==> config.mk <==
export PLATFORM = sky130hd
export DESIGN_NAME = ipc_ctrl
export DESIGN_NICKNAME = d
export VERILOG_FILES = /design/src/rtl/ipc_pkg.sv /design/src/rtl/ipc_ctrl.sv
export SDC_FILE = /design/constraint.sdc
export NUM_CORES = 1
export LEC_CHECK = 0
export ABC_CLOCK_PERIOD_IN_PS = 2100
export BUFFER_PORTS_ARGS = -buffer_cell sky130_fd_sc_hd__buf_2
export CAP_MARGIN = 20
export CORE_UTILIZATION = 30
export CTS_CLUSTER_DIAMETER = 50
export CTS_CLUSTER_SIZE = 8
export DETAILED_ROUTE_END_ITERATION = 16
export SYNTH_ARGS = -nofsm -noshare
export SYNTH_HDL_FRONTEND = slang
export SYNTH_SLANG_ARGS = --single-unit
==> constraint.sdc <==
create_clock -name clk -period 2.1 [get_ports clk]
set_input_delay 0.42 -clock clk [delete_from_list [all_inputs] [get_ports clk]]
set_output_delay 0.42 -clock clk [all_outputs]
set_load 0.02 [all_outputs]
==> src/rtl/ipc_pkg.sv <==
// ----------------------------------------------------------------------------
// Intcode core package
// Payload types, controller/datapath command and status, and shared codes.
// ----------------------------------------------------------------------------
package ipc_pkg;

  localparam int WORD_W            = 64;
  localparam int LOAD_ADDR_W       = 12;
  localparam int MEM_DEPTH_DEFAULT = 4096;
  localparam int OP_W              = 7;

  // Decimal decode: remainder of the word modulo 100000 holds all digits used.
  localparam int DEC_MOD = 100000;
  localparam int REM_W   = 17;
  localparam int MOD_T_W = 21;

  // Item kind.
  localparam logic ITEM_LOAD = 1'b0;

  // Error codes.
  localparam logic [1:0] ERR_NONE     = 2'd0;
  localparam logic [1:0] ERR_BAD_OP   = 2'd1;
  localparam logic [1:0] ERR_BAD_MODE = 2'd2;
  localparam logic [1:0] ERR_RANGE    = 2'd3;

  // Instruction opcodes.
  localparam logic [OP_W-1:0] OP_ADD  = 7'd1;
  localparam logic [OP_W-1:0] OP_MUL  = 7'd2;
  localparam logic [OP_W-1:0] OP_IN   = 7'd3;
  localparam logic [OP_W-1:0] OP_OUT  = 7'd4;
  localparam logic [OP_W-1:0] OP_JT   = 7'd5;
  localparam logic [OP_W-1:0] OP_JF   = 7'd6;
  localparam logic [OP_W-1:0] OP_LT   = 7'd7;
  localparam logic [OP_W-1:0] OP_EQ   = 7'd8;
  localparam logic [OP_W-1:0] OP_ARB  = 7'd9;
  localparam logic [OP_W-1:0] OP_HALT = 7'd99;

  // Parameter modes.
  localparam logic [3:0] MODE_POS = 4'd0;
  localparam logic [3:0] MODE_IMM = 4'd1;
  localparam logic [3:0] MODE_REL = 4'd2;

  // Datapath command codes.
  localparam logic [3:0] CMD_NONE    = 4'd0;
  localparam logic [3:0] CMD_CLEAR   = 4'd1;
  localparam logic [3:0] CMD_CAPTURE = 4'd2;
  localparam logic [3:0] CMD_LOAD    = 4'd3;
  localparam logic [3:0] CMD_FETCH   = 4'd4;
  localparam logic [3:0] CMD_WORD    = 4'd5;
  localparam logic [3:0] CMD_MOD     = 4'd6;
  localparam logic [3:0] CMD_DIGIT   = 4'd7;
  localparam logic [3:0] CMD_ARG_AT  = 4'd8;
  localparam logic [3:0] CMD_ARG_PTR = 4'd9;
  localparam logic [3:0] CMD_ARG_VAL = 4'd10;
  localparam logic [3:0] CMD_MUL     = 4'd11;
  localparam logic [3:0] CMD_EXEC    = 4'd12;
  localparam logic [3:0] CMD_HALT    = 4'd13;
  localparam logic [3:0] CMD_FAIL    = 4'd14;
  localparam logic [3:0] CMD_PUBLISH = 4'd15;

  typedef struct packed {
    logic                   opcode;
    logic [LOAD_ADDR_W-1:0] load_address;
    logic signed [WORD_W-1:0] word_value;
    logic                   input_offered;
  } item_t;

  typedef struct packed {
    logic                     out_valid;
    logic signed [WORD_W-1:0] out_value;
    logic                     input_taken;
    logic                     needs_input;
    logic                     halted_flag;
    logic [1:0]               error_code;
  } result_t;

  typedef struct packed {
    logic [3:0] code;
    logic [1:0] err;
    logic       adv_arg;
  } ctrl_cmd_t;

  typedef struct packed {
    logic clear_last;
    logic in_load;
    logic halted;
    logic word_neg;
    logic mod_last;
    logic dig_last;
    logic op_ok;
    logic op_halt;
    logic op_mul;
    logic arg_last;
    logic at_bad;
    logic mode_bad;
    logic arg_imm;
    logic arg_tgt;
    logic addr_bad;
    logic mul_last;
    logic out_free;
  } dp_status_t;

  // Place value of the digit peeled at each decode step.
  function automatic logic [REM_W-1:0] dec_unit(input logic [1:0] sel);
    logic [REM_W-1:0] u;
    unique case (sel)
      2'd0:    u = REM_W'(10000);
      2'd1:    u = REM_W'(1000);
      default: u = REM_W'(100);
    endcase
    return u;
  endfunction

endpackage

==> src/rtl/ipc_ctrl.sv <==
// ----------------------------------------------------------------------------
// Intcode core controller
// Sequences clearing, loads and the fetch/decode/operand/execute steps.
// ----------------------------------------------------------------------------
module ipc_ctrl (
  input  logic                  clk,
  input  logic                  rst,
  input  logic                  in_valid,
  output logic                  in_ready,
  input  ipc_pkg::dp_status_t   status,
  output ipc_pkg::ctrl_cmd_t    cmd
);
  import ipc_pkg::*;

  localparam logic [3:0] ST_CLEAR   = 4'd0;
  localparam logic [3:0] ST_IDLE    = 4'd1;
  localparam logic [3:0] ST_LOAD    = 4'd2;
  localparam logic [3:0] ST_FETCH   = 4'd3;
  localparam logic [3:0] ST_WORD    = 4'd4;
  localparam logic [3:0] ST_MOD     = 4'd5;
  localparam logic [3:0] ST_DIGIT   = 4'd6;
  localparam logic [3:0] ST_DECODE  = 4'd7;
  localparam logic [3:0] ST_ARG_AT  = 4'd8;
  localparam logic [3:0] ST_ARG_PTR = 4'd9;
  localparam logic [3:0] ST_ARG_VAL = 4'd10;
  localparam logic [3:0] ST_MUL     = 4'd11;
  localparam logic [3:0] ST_EXEC    = 4'd12;
  localparam logic [3:0] ST_DONE    = 4'd13;

  logic [3:0] state;
  logic [3:0] state_next;
  logic [3:0] after_arg;

  // Where to go once the current operand is finished.
  always_comb begin
    if (!status.arg_last) begin
      after_arg = ST_ARG_AT;
    end else if (status.op_mul) begin
      after_arg = ST_MUL;
    end else begin
      after_arg = ST_EXEC;
    end
  end

  // Next state and datapath command.
  always_comb begin
    state_next  = state;
    cmd.code    = CMD_NONE;
    cmd.err     = ERR_NONE;
    cmd.adv_arg = 1'b0;
    in_ready    = 1'b0;
    unique case (state)
      ST_CLEAR: begin
        cmd.code = CMD_CLEAR;
        if (status.clear_last) begin
          state_next = ST_IDLE;
        end
      end
      ST_IDLE: begin
        in_ready = 1'b1;
        if (in_valid) begin
          cmd.code   = CMD_CAPTURE;
          state_next = status.in_load ? ST_LOAD : ST_FETCH;
        end
      end
      ST_LOAD: begin
        cmd.code   = CMD_LOAD;
        state_next = ST_DONE;
      end
      ST_FETCH: begin
        if (status.halted) begin
          state_next = ST_DONE;
        end else begin
          cmd.code   = CMD_FETCH;
          state_next = ST_WORD;
        end
      end
      ST_WORD: begin
        if (status.word_neg) begin
          cmd.code   = CMD_FAIL;
          cmd.err    = ERR_BAD_OP;
          state_next = ST_DONE;
        end else begin
          cmd.code   = CMD_WORD;
          state_next = ST_MOD;
        end
      end
      ST_MOD: begin
        cmd.code = CMD_MOD;
        if (status.mod_last) begin
          state_next = ST_DIGIT;
        end
      end
      ST_DIGIT: begin
        cmd.code = CMD_DIGIT;
        if (status.dig_last) begin
          state_next = ST_DECODE;
        end
      end
      ST_DECODE: begin
        if (!status.op_ok) begin
          cmd.code   = CMD_FAIL;
          cmd.err    = ERR_BAD_OP;
          state_next = ST_DONE;
        end else if (status.op_halt) begin
          cmd.code   = CMD_HALT;
          state_next = ST_DONE;
        end else begin
          state_next = ST_ARG_AT;
        end
      end
      ST_ARG_AT: begin
        if (status.at_bad) begin
          cmd.code   = CMD_FAIL;
          cmd.err    = ERR_RANGE;
          state_next = ST_DONE;
        end else if (status.mode_bad) begin
          cmd.code   = CMD_FAIL;
          cmd.err    = ERR_BAD_MODE;
          state_next = ST_DONE;
        end else begin
          cmd.code   = CMD_ARG_AT;
          state_next = ST_ARG_PTR;
        end
      end
      ST_ARG_PTR: begin
        if (status.arg_imm) begin
          cmd.code    = CMD_ARG_PTR;
          cmd.adv_arg = 1'b1;
          state_next  = after_arg;
        end else if (status.addr_bad) begin
          cmd.code   = CMD_FAIL;
          cmd.err    = ERR_RANGE;
          state_next = ST_DONE;
        end else if (status.arg_tgt) begin
          cmd.code    = CMD_ARG_PTR;
          cmd.adv_arg = 1'b1;
          state_next  = after_arg;
        end else begin
          cmd.code   = CMD_ARG_PTR;
          state_next = ST_ARG_VAL;
        end
      end
      ST_ARG_VAL: begin
        cmd.code    = CMD_ARG_VAL;
        cmd.adv_arg = 1'b1;
        state_next  = after_arg;
      end
      ST_MUL: begin
        cmd.code = CMD_MUL;
        if (status.mul_last) begin
          state_next = ST_EXEC;
        end
      end
      ST_EXEC: begin
        cmd.code   = CMD_EXEC;
        state_next = ST_DONE;
      end
      ST_DONE: begin
        if (status.out_free) begin
          cmd.code   = CMD_PUBLISH;
          state_next = ST_IDLE;
        end
      end
      default: begin
        state_next = ST_IDLE;
      end
    endcase
  end

  // State register; reset starts the memory clearing pass.
  always_ff @(posedge clk) begin
    if (rst) begin
      state <= ST_CLEAR;
    end else begin
      state <= state_next;
    end
  end

endmodule

==> flow_summary.yaml, run 1 <==
status:
  run_status: "finished clean"
sta:
  hold_viol_final: 0
  final.setup.tns_ns: 0
  timing.slew.headroom: 0.7934
  period_needed_ns: 2.023
  setup_repair_after_global_routing_missed_its_margin: "yes"
  fin_worst_skew_ns: 0.008013
  period_share: 0.9635
  setup_ws_ns: 0.07665
  final-setup-viol-count: 0
  tightest_slew_ns: 0.3059
  clock.fmax_mhz: 494.2
  maxSlewViolCount: 0
power_and_ir_drop:
  reported_net_switching_power_mw: 0.2740
  clockPowerShare: 0.164
  share_seq_of_total_power: 0.201
  p_int_mw: 0.3149
  power_leakage_nw: 0.3882
  power.share.combinational: 0.634
  power_mw: 0.5889
  swShare: 0.4653
  cellPowerDensity_nw_per_um2: 598.0
  ir_worst_vdd_mv: 0.2973
placed_design:
  port-buffer-count: 27
  dp.cells: 175
  dp_hpwl_um: 1999
  post-place-ws_ns: 0.1543
  place_congestion: 0.9326
route:
  via_per_inst: 6.112
  drtPass1Iterations: 4
  postRouteAntennaNets: 0
  drc_errors: 0
  drt-initial-drc-count: 37
  avgRoutedWirePerCell_um: 14.63
  vias: 1088
  drt-total-wl_um: 2604
cells_and_area:
  largest_register_ff_count: 4
  share_of_cells_above_drive_strength_1: 0.3067
  area_growth_syn_to_layout_pct: 30.95
  antennaDiodeCount: 0
  number_of_nets_in_the_layout: 172
  largest_register_by_flop_count: "state"
  num-fill-cells: 258
  count_of_placed_standard_cells_in_the_final_layout_fillers_left_out: 178
  largest_registers: "state x4"
  postLayoutCoreUtil: 0.4286
synthesis:
  yosysWarnings: 0
  synth_top_cell_by_area: "sky130_fd_sc_hd__dfxtp_1"
  synth.yosys.seq_area_share: 0.1065
  yosys.area_share.simple: 0.3993
  post_synthesis_cell_count: 122
  postSynth.asyncResetShare: 0
  xor_xnor_share_of_the_synthesized_area: 0
  synth_compound_area_frac: 0.3977
  synth_net_count: 142
  netlist-cell-type-count: 31
  muxShareOfSynthArea: 0
  synth.area.top_cells: "sky130_fd_sc_hd__dfxtp_1 (11%), sky130_fd_sc_hd__o21ai_0 (8.0%), sky130_fd_sc_hd__a21oi_1 (7.3%)"
  post_synth_instance_area_um2: 752.0
  yosys.area.top_type_share: 0.1065
  synth_flop_cell: "sky130_fd_sc_hd__dfxtp_1"
  number_of_register_bits_inferred_by_synthesis: 4
  synth_edf_count: 0
  synth_top_family_by_area: "simple AND/OR/NAND/NOR gates"
  synthesis.area_per_instance_um2: 6.164
  post_synth_fa_ha_maj_area_fraction: 0
worst_hold_path:
  worst_hold_path_type: "input pin to register"
  hold_path_startpoint: "rst"
clock_tree:
  cts_sinks: 4
  cts_htree_levels: 1
  tritoncts_clock_tree: "done"
  ctsHoldBuffers: 0
  clock_buffers_created_by_tritoncts: 3
  cts_buffer_depth: 2
  cts.clk_slew.worst_paths_ns: 0.04
  insertion_delay_ns: 0.24
  root_buffer: "sky130_fd_sc_hd__clkbuf_4"
  cts.repair_timing.setup_buffer_count: 0
run:
  max-cap-violations: 0
setup_path:
  crit_slowest_cell: "sky130_fd_sc_hd__dfxtp_4"
  worstSetupEndpointType: "primary output"
  crit_start: "state[0]"
  number_of_buffers_and_inverters_on_the_critical_path: 2
  timing.critical_path.required_ns: 1.68
  crit_family: "flip-flops"
  critical_path_class: "register to primary output"
  crit_chain: "buf_4, o22ai_1, a21oi_1, nor2_1, or3_1, buf_2"
  worst_r2r_startpoint: "state[3]"
  setup.worst_path.start_class: "register"
  path_max_fanout: 13
  critPathArrivalTime_ns: 1.60
  critPathMaxStageDelay_ns: 0.42
die:
  placeableCoreArea_um2: 2297
  die-height_um: 52.07
  io_pins: 28
  fp.dieArea_um2: 2711
  die_x_um: 52.07
  initial_cell_density_of_the_core: 0.3273
  row_count: 17
global_route:
  grt_antenna_before_repair: 0
  vias_in_the_first_global_route: 899
  grt_first_pass_wirelength_um: 4022
  gr-usage-all-layers: 0.2002
  grt_overflow_total: 0
  grt_max_degree: 20
## final timing paths
path / slack, ns / cells past startpoint / end
max: 0.08 / 6 / cmd[4]
min: 0.41 / 2 / state[0]
max reg2reg: 0.34 / 5 / state[0]
min reg2reg: 0.68 / 2 / state[2]
## worst register-to-register path, cell delays in order, from the launching register on
cell and delay, ns:
sky130_fd_sc_hd__dfxtp_1 0.34, sky130_fd_sc_hd__buf_6 0.18, sky130_fd_sc_hd__or4_1 0.52, sky130_fd_sc_hd__o31a_1 0.13
sky130_fd_sc_hd__a22o_1 0.22, sky130_fd_sc_hd__a311oi_1 0.26
## power groups by stage
stage / logic, mW / clock network (mW) / registers (mW)
floorplan: 0.272 / 0 / 0.0912
global placement: 0.366 / 0 / 0.113
detailed placement: 0.363 / 0 / 0.113
CTS: 0.366 / 0.0998 / 0.115
global route: 0.408 / 0.111 / 0.121
finish: 0.374 / 0.0968 / 0.118
## Yosys cell counts, types with 3 or more instances
| master | instances |
|---|---|
| sky130_fd_sc_hd__dfxtp_1 | 4 |
| sky130_fd_sc_hd__o21ai_0 | 12 |
| sky130_fd_sc_hd__nand2_1 | 10 |
| sky130_fd_sc_hd__nor4_1 | 3 |
| sky130_fd_sc_hd__nor4b_1 | 4 |
| sky130_fd_sc_hd__nor3_1 | 10 |
| sky130_fd_sc_hd__nor2b_1 | 7 |
| sky130_fd_sc_hd__buf_2 | 7 |
| sky130_fd_sc_hd__a21oi_1 | 11 |
| sky130_fd_sc_hd__nand2b_1 | 5 |
| sky130_fd_sc_hd__nor2_1 | 14 |
| sky130_fd_sc_hd__inv_1 | 3 |
| sky130_fd_sc_hd__clkbuf_1 | 4 |
| sky130_fd_sc_hd__a31oi_1 | 3 |
## area by class of cell
class / instances / area (um2) / share of cell area
timing repair buffer: 37 / 214.0 / 0.2173
multi-input combinational: 103 / 613.1 / 0.6226
sequential: 4 / 88.84 / 0.09022
tap: 28 / 35.03 / 0.03558
inverter: 3 / 11.26 / 0.01144
clock buffer: 3 / 22.52 / 0.02287
## cell families (layout without fill, tap and decap cells)
family | count (synthesis) | count (layout)
buf+inv | 15 | 43
simple gates | 57 | 57
compound gates | 46 | 46
flops | 4 | 4
## what timing repair did
action                                  CTS  global route
gates resized for setup                   3             8
endpoints found under the setup margin    4             5
endpoints found under the hold margin     0             0
cloned                                    0             0
## per-stage QoR
step | hold slack (ns) | area, um2
after floorplan | 0.4921 | 752.0
after global placement | 0.6509 | 935.9
after detailed placement | 0.6611 | 935.9
after CTS | 0.4000 | 967.2
after global routing | 0.3966 | 984.7
final | 0.4114 | 984.7
## metal layers
layer | vias to the layer above | routed length, um | GRT usage
li1 | 522 | - | -
met1 | 497 | 1133 | 0.2798
met2 | 69 | 1155 | 0.3056
met3 | 0 | 314 | 0.04971
met4 | 0 | 0 | 0.04054
met5 | - | 0 | 0
## placed cells by master (no fill, tap or decap), types with 2 or more instances in the layout
master,synthesis,final
sky130_fd_sc_hd__a211oi_1,2,2
sky130_fd_sc_hd__a21oi_1,11,11
sky130_fd_sc_hd__a31oi_1,3,3
sky130_fd_sc_hd__buf_2,7,27
sky130_fd_sc_hd__buf_4,0,9
sky130_fd_sc_hd__clkbuf_4,0,3
sky130_fd_sc_hd__dfxtp_4,0,2
sky130_fd_sc_hd__inv_1,3,3
sky130_fd_sc_hd__nand2_1,10,9
sky130_fd_sc_hd__nand2b_1,5,5
sky130_fd_sc_hd__nor2_1,14,14
sky130_fd_sc_hd__nor2b_1,7,7
sky130_fd_sc_hd__nor3_1,10,10
sky130_fd_sc_hd__nor4_1,3,3
sky130_fd_sc_hd__nor4b_1,4,3
sky130_fd_sc_hd__o21a_1,2,2
sky130_fd_sc_hd__o21ai_0,12,10
sky130_fd_sc_hd__o21ai_1,0,2
sky130_fd_sc_hd__o22ai_1,2,2
sky130_fd_sc_hd__o2bb2ai_1,2,2
sky130_fd_sc_hd__o32a_1,2,2
sky130_fd_sc_hd__o32ai_1,2,2
sky130_fd_sc_hd__o41ai_1,2,2
Power figures use the tool's default switching activity.
==> run 2, diff against run 1 <==
--- a/config.mk
+++ b/config.mk
@@ -8,6 +8,7 @@
 export ABC_CLOCK_PERIOD_IN_PS = 2100
 export BUFFER_PORTS_ARGS = -buffer_cell sky130_fd_sc_hd__buf_2
 export CAP_MARGIN = 20
+export CORE_ASPECT_RATIO = 1.1
 export CORE_UTILIZATION = 30
 export CTS_CLUSTER_DIAMETER = 50
 export CTS_CLUSTER_SIZE = 8
==> run 2 against run 1 <==
  * Sequential power fell by 8%
  * Critical endpoint unchanged
  * Die area hardly changed
  * Combinational power rose by 2%
  * Clock-buffer cell count unchanged
  * Non-clock buffer count decreased by 2
  * Power barely moved
  * Fmax up 0.36%
  * Register-to-register slack improved by 0.04 ns
==> flow_summary.yaml, run 2 (synthesized netlist as in run 1, its figures left out) <==
setup_path:
  crit_slowest_cell: "sky130_fd_sc_hd__dfxtp_2"
  crit_chain: "buf_8, o22ai_1, a21oi_1, nor2_1, or3_1, buf_2"
  timing.critical_path.required_ns: 1.68
  worst_r2r_startpoint: "state[3]"
  worstSetupEndpointType: "primary output"
  critPathMaxStageDelay_ns: 0.40
  critPathArrivalTime_ns: 1.60
  critical_path_class: "register to primary output"
  critical_r2r_capture: "state[2]"
  reg2reg_setup_slack_ns: 0.38
  crit_start: "state[0]"
  worstRegToRegCells: 6
  setup.worst_path.start_class: "register"
  path_max_fanout: 23
  timing.critical_path.to: "cmd[4]"
route:
  vias: 1065
  drtPass1Iterations: 5
  via_per_inst: 5.983
  avgRoutedWirePerCell_um: 14.08
  drc_errors: 0
  drt-total-wl_um: 2507
  postRouteAntennaNets: 0
  drt-initial-drc-count: 60
clock_tree:
  root_buffer: "sky130_fd_sc_hd__clkbuf_4"
  clock_buffers_created_by_tritoncts: 3
  ctsHoldBuffers: 0
  cts.clk_slew.worst_paths_ns: 0.04
  cts_htree_levels: 1
  cts_buffer_depth: 2
  cts_sinks: 4
  insertion_delay_ns: 0.25
  cts.repair_timing.setup_buffer_count: 0
  tritoncts_clock_tree: "done"
placed_design:
  dp_hpwl_um: 1859
  dp.cells: 175
  port-buffer-count: 27
  place_congestion: 0.9204
  post-place-ws_ns: 0.2171
global_route:
  grt_antenna_before_repair: 0
  grt_max_degree: 24
  grt_first_pass_wirelength_um: 3926
  vias_in_the_first_global_route: 900
  gr-usage-all-layers: 0.1891
  grt_overflow_total: 0
sta:
  final.setup.tns_ns: 0
  setup_repair_after_global_routing_missed_its_margin: "yes"
  tightest_slew_ns: 0.3503
  clock.fmax_mhz: 496.0
  fin_worst_skew_ns: 0.009522
  timing.slew.headroom: 0.7632
  period_needed_ns: 2.016
  final-setup-viol-count: 0
  hold_viol_final: 0
  setup_ws_ns: 0.08381
  period_share: 0.9601
  maxSlewViolCount: 0
cells_and_area:
  number_of_nets_in_the_layout: 170
  antennaDiodeCount: 0
  mostFrequentLayoutCell: "sky130_fd_sc_hd__buf_2"
  postLayoutCoreUtil: 0.4270
  largest_registers: "state x4"
  count_of_placed_standard_cells_in_the_final_layout_fillers_left_out: 178
  commonest_non_fill_non_tap_cells_in_the_layout: "sky130_fd_sc_hd__buf_2 (27), sky130_fd_sc_hd__nor2_1 (14), sky130_fd_sc_hd__a21oi_1 (11)"
  largest_register_by_flop_count: "state"
  largest_register_ff_count: 4
  share_of_cells_above_drive_strength_1: 0.3176
  num-fill-cells: 256
  area_growth_syn_to_layout_pct: 30.45
worst_hold_path:
  worst_hold_path_type: "input pin to register"
die:
  fp.dieArea_um2: 2711
  row_count: 18
  initial_cell_density_of_the_core: 0.3273
  die-height_um: 54.51
  die_x_um: 49.74
  io_pins: 28
  placeableCoreArea_um2: 2297
power_and_ir_drop:
  power_leakage_nw: 0.3818
  cellPowerDensity_nw_per_um2: 600.9
  ir_worst_vdd_mv: 0.2348
status:
  run_status: "finished clean"
run:
  max-cap-violations: 0
run 2: stage by stage:
stage,hold slack [ns],power (mW),cell area [um2]
after floorplan,0.4921,0.3635,752.0
after global placement,0.6430,0.4571,923.4
after detailed placement,0.6391,0.4597,923.4
after CTS,0.3874,0.5638,950.9
after global routing,0.3945,0.6261,980.9
final,0.3756,0.5895,980.9
run 2: metal layers:
layer	part of all wire	GRT usage
met5	0	0
met4	0.028	0.1095
met3	0.10	0.01111
met2	0.46	0.3176
met1	0.41	0.2427
run 2: repair_timing:
action                                  in CTS  in global routing
endpoints found under the setup margin       3                  5
hold endpoints to repair                     0                  0
cloned                                       0                  0
resized for setup                            1                 13
run 2: where the power goes:
group,internal (mW),switching [mW],total [mW]
sequential,0.0878,0.0217,0.109
clock,0.0642,0.0363,0.100
combinational,0.158,0.222,0.380
run 2: cell type report:
type                    count  area, um2  area share
clock buffers               3      22.52     0.02296
multi-input cells         103      615.6      0.6276
flip-flops and latches      4      83.83     0.08546
repair buffers             35      206.4      0.2105
inverters                   3      15.01     0.01531
well taps                  30      37.54     0.03827
run 2: worst min-delay path by stage:
stage                to  cells past startpoint  startpoint
3_5_place_dp   state[0]                      2         rst
6_report       state[0]                      2         rst
2_1_floorplan  state[0]                      1         rst
5_1_grt        state[0]                      2         rst
3_3_place_gp   state[0]                      2         rst
4_1_cts        state[0]                      2         rst
run 2: critical path: cells and delay by family, from the launching register on:
kind	cells	cell delay, ns
AO/OA/AOI/OAI	2	0.24
buffers and inverters	2	0.35
flip-flops	1	0.40
AND/OR/NAND/NOR	2	0.36
==> run 3, diff against run 2 <==
--- a/config.mk
+++ b/config.mk
@@ -9,6 +9,7 @@
 export BUFFER_PORTS_ARGS = -buffer_cell sky130_fd_sc_hd__buf_2
 export CAP_MARGIN = 20
 export CORE_ASPECT_RATIO = 1.1
+export CORE_MARGIN = 2
 export CORE_UTILIZATION = 30
 export CTS_CLUSTER_DIAMETER = 50
 export CTS_CLUSTER_SIZE = 8
==> run 3 against run 2 <==
  * Sequential cell count unchanged
  * Final area up 2.6%
  * Critical path depth down 1
  * Clock skew down 0.0047 ns
  * Critical path type unchanged
==> flow_summary.yaml, run 3 (synthesized netlist as in run 1, its figures left out) <==
global_route:
  grt_antenna_before_repair: 0
  gr-usage-all-layers: 0.1881
  grt_overflow_total: 0
  vias_in_the_first_global_route: 948
  grt_first_pass_wirelength_um: 4209
  grt_max_degree: 22
die:
  die-height_um: 56.51
  row_count: 19
  fp.dieArea_um2: 2924
  initial_cell_density_of_the_core: 0.3071
  placeableCoreArea_um2: 2449
  io_pins: 28
  die_x_um: 51.74
power_and_ir_drop:
  clockPowerShare: 0.164
  reported_net_switching_power_mw: 0.2819
  power.share.combinational: 0.641
  swShare: 0.4711
  share_seq_of_total_power: 0.195
  p_int_mw: 0.3165
  power_mw: 0.5984
  cellPowerDensity_nw_per_um2: 594.9
  ir_worst_vdd_mv: 0.2335
  power_leakage_nw: 0.3896
sta:
  final-setup-viol-count: 0
  whs_ns: 0.3942
  hold_viol_final: 0
  maxSlewViolCount: 0
  final.setup.tns_ns: 0
  fin_worst_skew_ns: 0.004844
  setup_repair_after_global_routing_missed_its_margin: "no"
  period_needed_ns: 2.056
  clock.fmax_mhz: 486.4
  timing.slew.headroom: 0.7273
  tightest_slew_ns: 0.4034
  period_share: 0.9790
route:
  drt-total-wl_um: 2630
  vias: 1051
  drt-initial-drc-count: 48
  drtPass1Iterations: 4
  postRouteAntennaNets: 0
  drc_errors: 0
  via_per_inst: 5.839
  avgRoutedWirePerCell_um: 14.61
setup_path:
  worstRegToRegCells: 6
  worstSetupEndpointType: "primary output"
  crit_start: "state[3]"
  worst_r2r_startpoint: "state[3]"
  setup.worst_path.start_class: "register"
  critical_path_class: "register to primary output"
  reg2reg_setup_slack_ns: 0.33
  timing.critical_path.to: "cmd[4]"
  path_max_fanout: 4
  timing.critical_path.required_ns: 1.68
  critPathArrivalTime_ns: 1.64
  critical_r2r_capture: "state[2]"
clock_tree:
  cts_buffer_depth: 2
  cts_sinks: 4
  root_buffer: "sky130_fd_sc_hd__clkbuf_4"
  cts_htree_levels: 1
  insertion_delay_ns: 0.24
  clock_buffers_created_by_tritoncts: 3
  ctsHoldBuffers: 0
  cts.clk_slew.worst_paths_ns: 0.04
  cts.repair_timing.setup_buffer_count: 0
  tritoncts_clock_tree: "done"
status:
  run_status: "finished clean"
placed_design:
  port-buffer-count: 27
  dp_hpwl_um: 1934
  place_congestion: 0.8784
cells_and_area:
  multiInputGateArea_um2: 630.6
  area_growth_syn_to_layout_pct: 33.78
  largest_register_ff_count: 4
  ff_latch_area_um2: 88.84
  largest_registers: "state x4"
  largest_register_by_flop_count: "state"
  postLayoutCoreUtil: 0.4108
  commonest_non_fill_non_tap_cells_in_the_layout: "sky130_fd_sc_hd__buf_2 (27), sky130_fd_sc_hd__nor2_1 (14), sky130_fd_sc_hd__a21oi_1 (11)"
  num-fill-cells: 267
  antennaDiodeCount: 0
  share_of_cells_above_drive_strength_1: 0.3221
  mostFrequentLayoutCell: "sky130_fd_sc_hd__buf_2"
  number_of_nets_in_the_layout: 171
run:
  max-cap-violations: 0
worst_hold_path:
  worst_hold_path_type: "input pin to register"
  min_path_cells: 2
[run 3: how the worst min path moves through the flow]
stage | from | end
5_1_grt | rst | state[0]
3_3_place_gp | rst | state[0]
6_report | rst | state[0]
2_1_floorplan | rst | state[0]
3_5_place_dp | rst | state[0]
4_1_cts | rst | state[0]
[run 3: final cells by class]
type	instances	area share
timing repair buffer	36	0.2127
sequential	4	0.08831
tap	31	0.03856
inverter	3	0.01119
clock buffer	3	0.02239
multi-input combinational	103	0.6269
[run 3: metrics by stage]
step           instance area (um2)  worst slack, ns  std cells
3_3_place_gp                 932.1           0.1749        177
4_1_cts                      974.7          0.01061        180
5_1_grt                       1006          0.01553        180
3_5_place_dp                 932.1           0.1520        177
6_report                      1006          0.04412        180
2_1_floorplan                752.0          0.05777        122
[run 3: per-layer routing]
metal | GRT usage | vias to the layer above | wire (um) | part of all wire
li1 | - | 517 | - | -
met1 | 0.2541 | 479 | 1133 | 0.43
met2 | 0.2967 | 51 | 1287 | 0.49
met3 | 0.01330 | 4 | 189 | 0.072
met4 | 0.09398 | 0 | 19 | 0.0072
met5 | 0 | - | 0 | 0
[run 3: worst max-delay path: stages (launching register included)]
cell and delay (ns):
sky130_fd_sc_hd__dfxtp_1 0.41, sky130_fd_sc_hd__nand2_1 0.12, sky130_fd_sc_hd__o21ai_0 0.21, sky130_fd_sc_hd__o21ai_2 0.10, sky130_fd_sc_hd__or3_1 0.38, sky130_fd_sc_hd__buf_2 0.17
[run 3: timing repair]
action	4_1_cts	5_1_grt
endpoints found under the setup margin	4	4
pin swaps	0	1
resized for setup	7	10
[run 3: power by group through the flow]
stage | clock [mW] | sequential (mW) | combinational, mW
global route | 0.102 | 0.118 | 0.421
floorplan | 0 | 0.0912 | 0.272
finish | 0.0984 | 0.116 | 0.384
global placement | 0 | 0.106 | 0.359
detailed placement | 0 | 0.106 | 0.362
CTS | 0.102 | 0.110 | 0.370
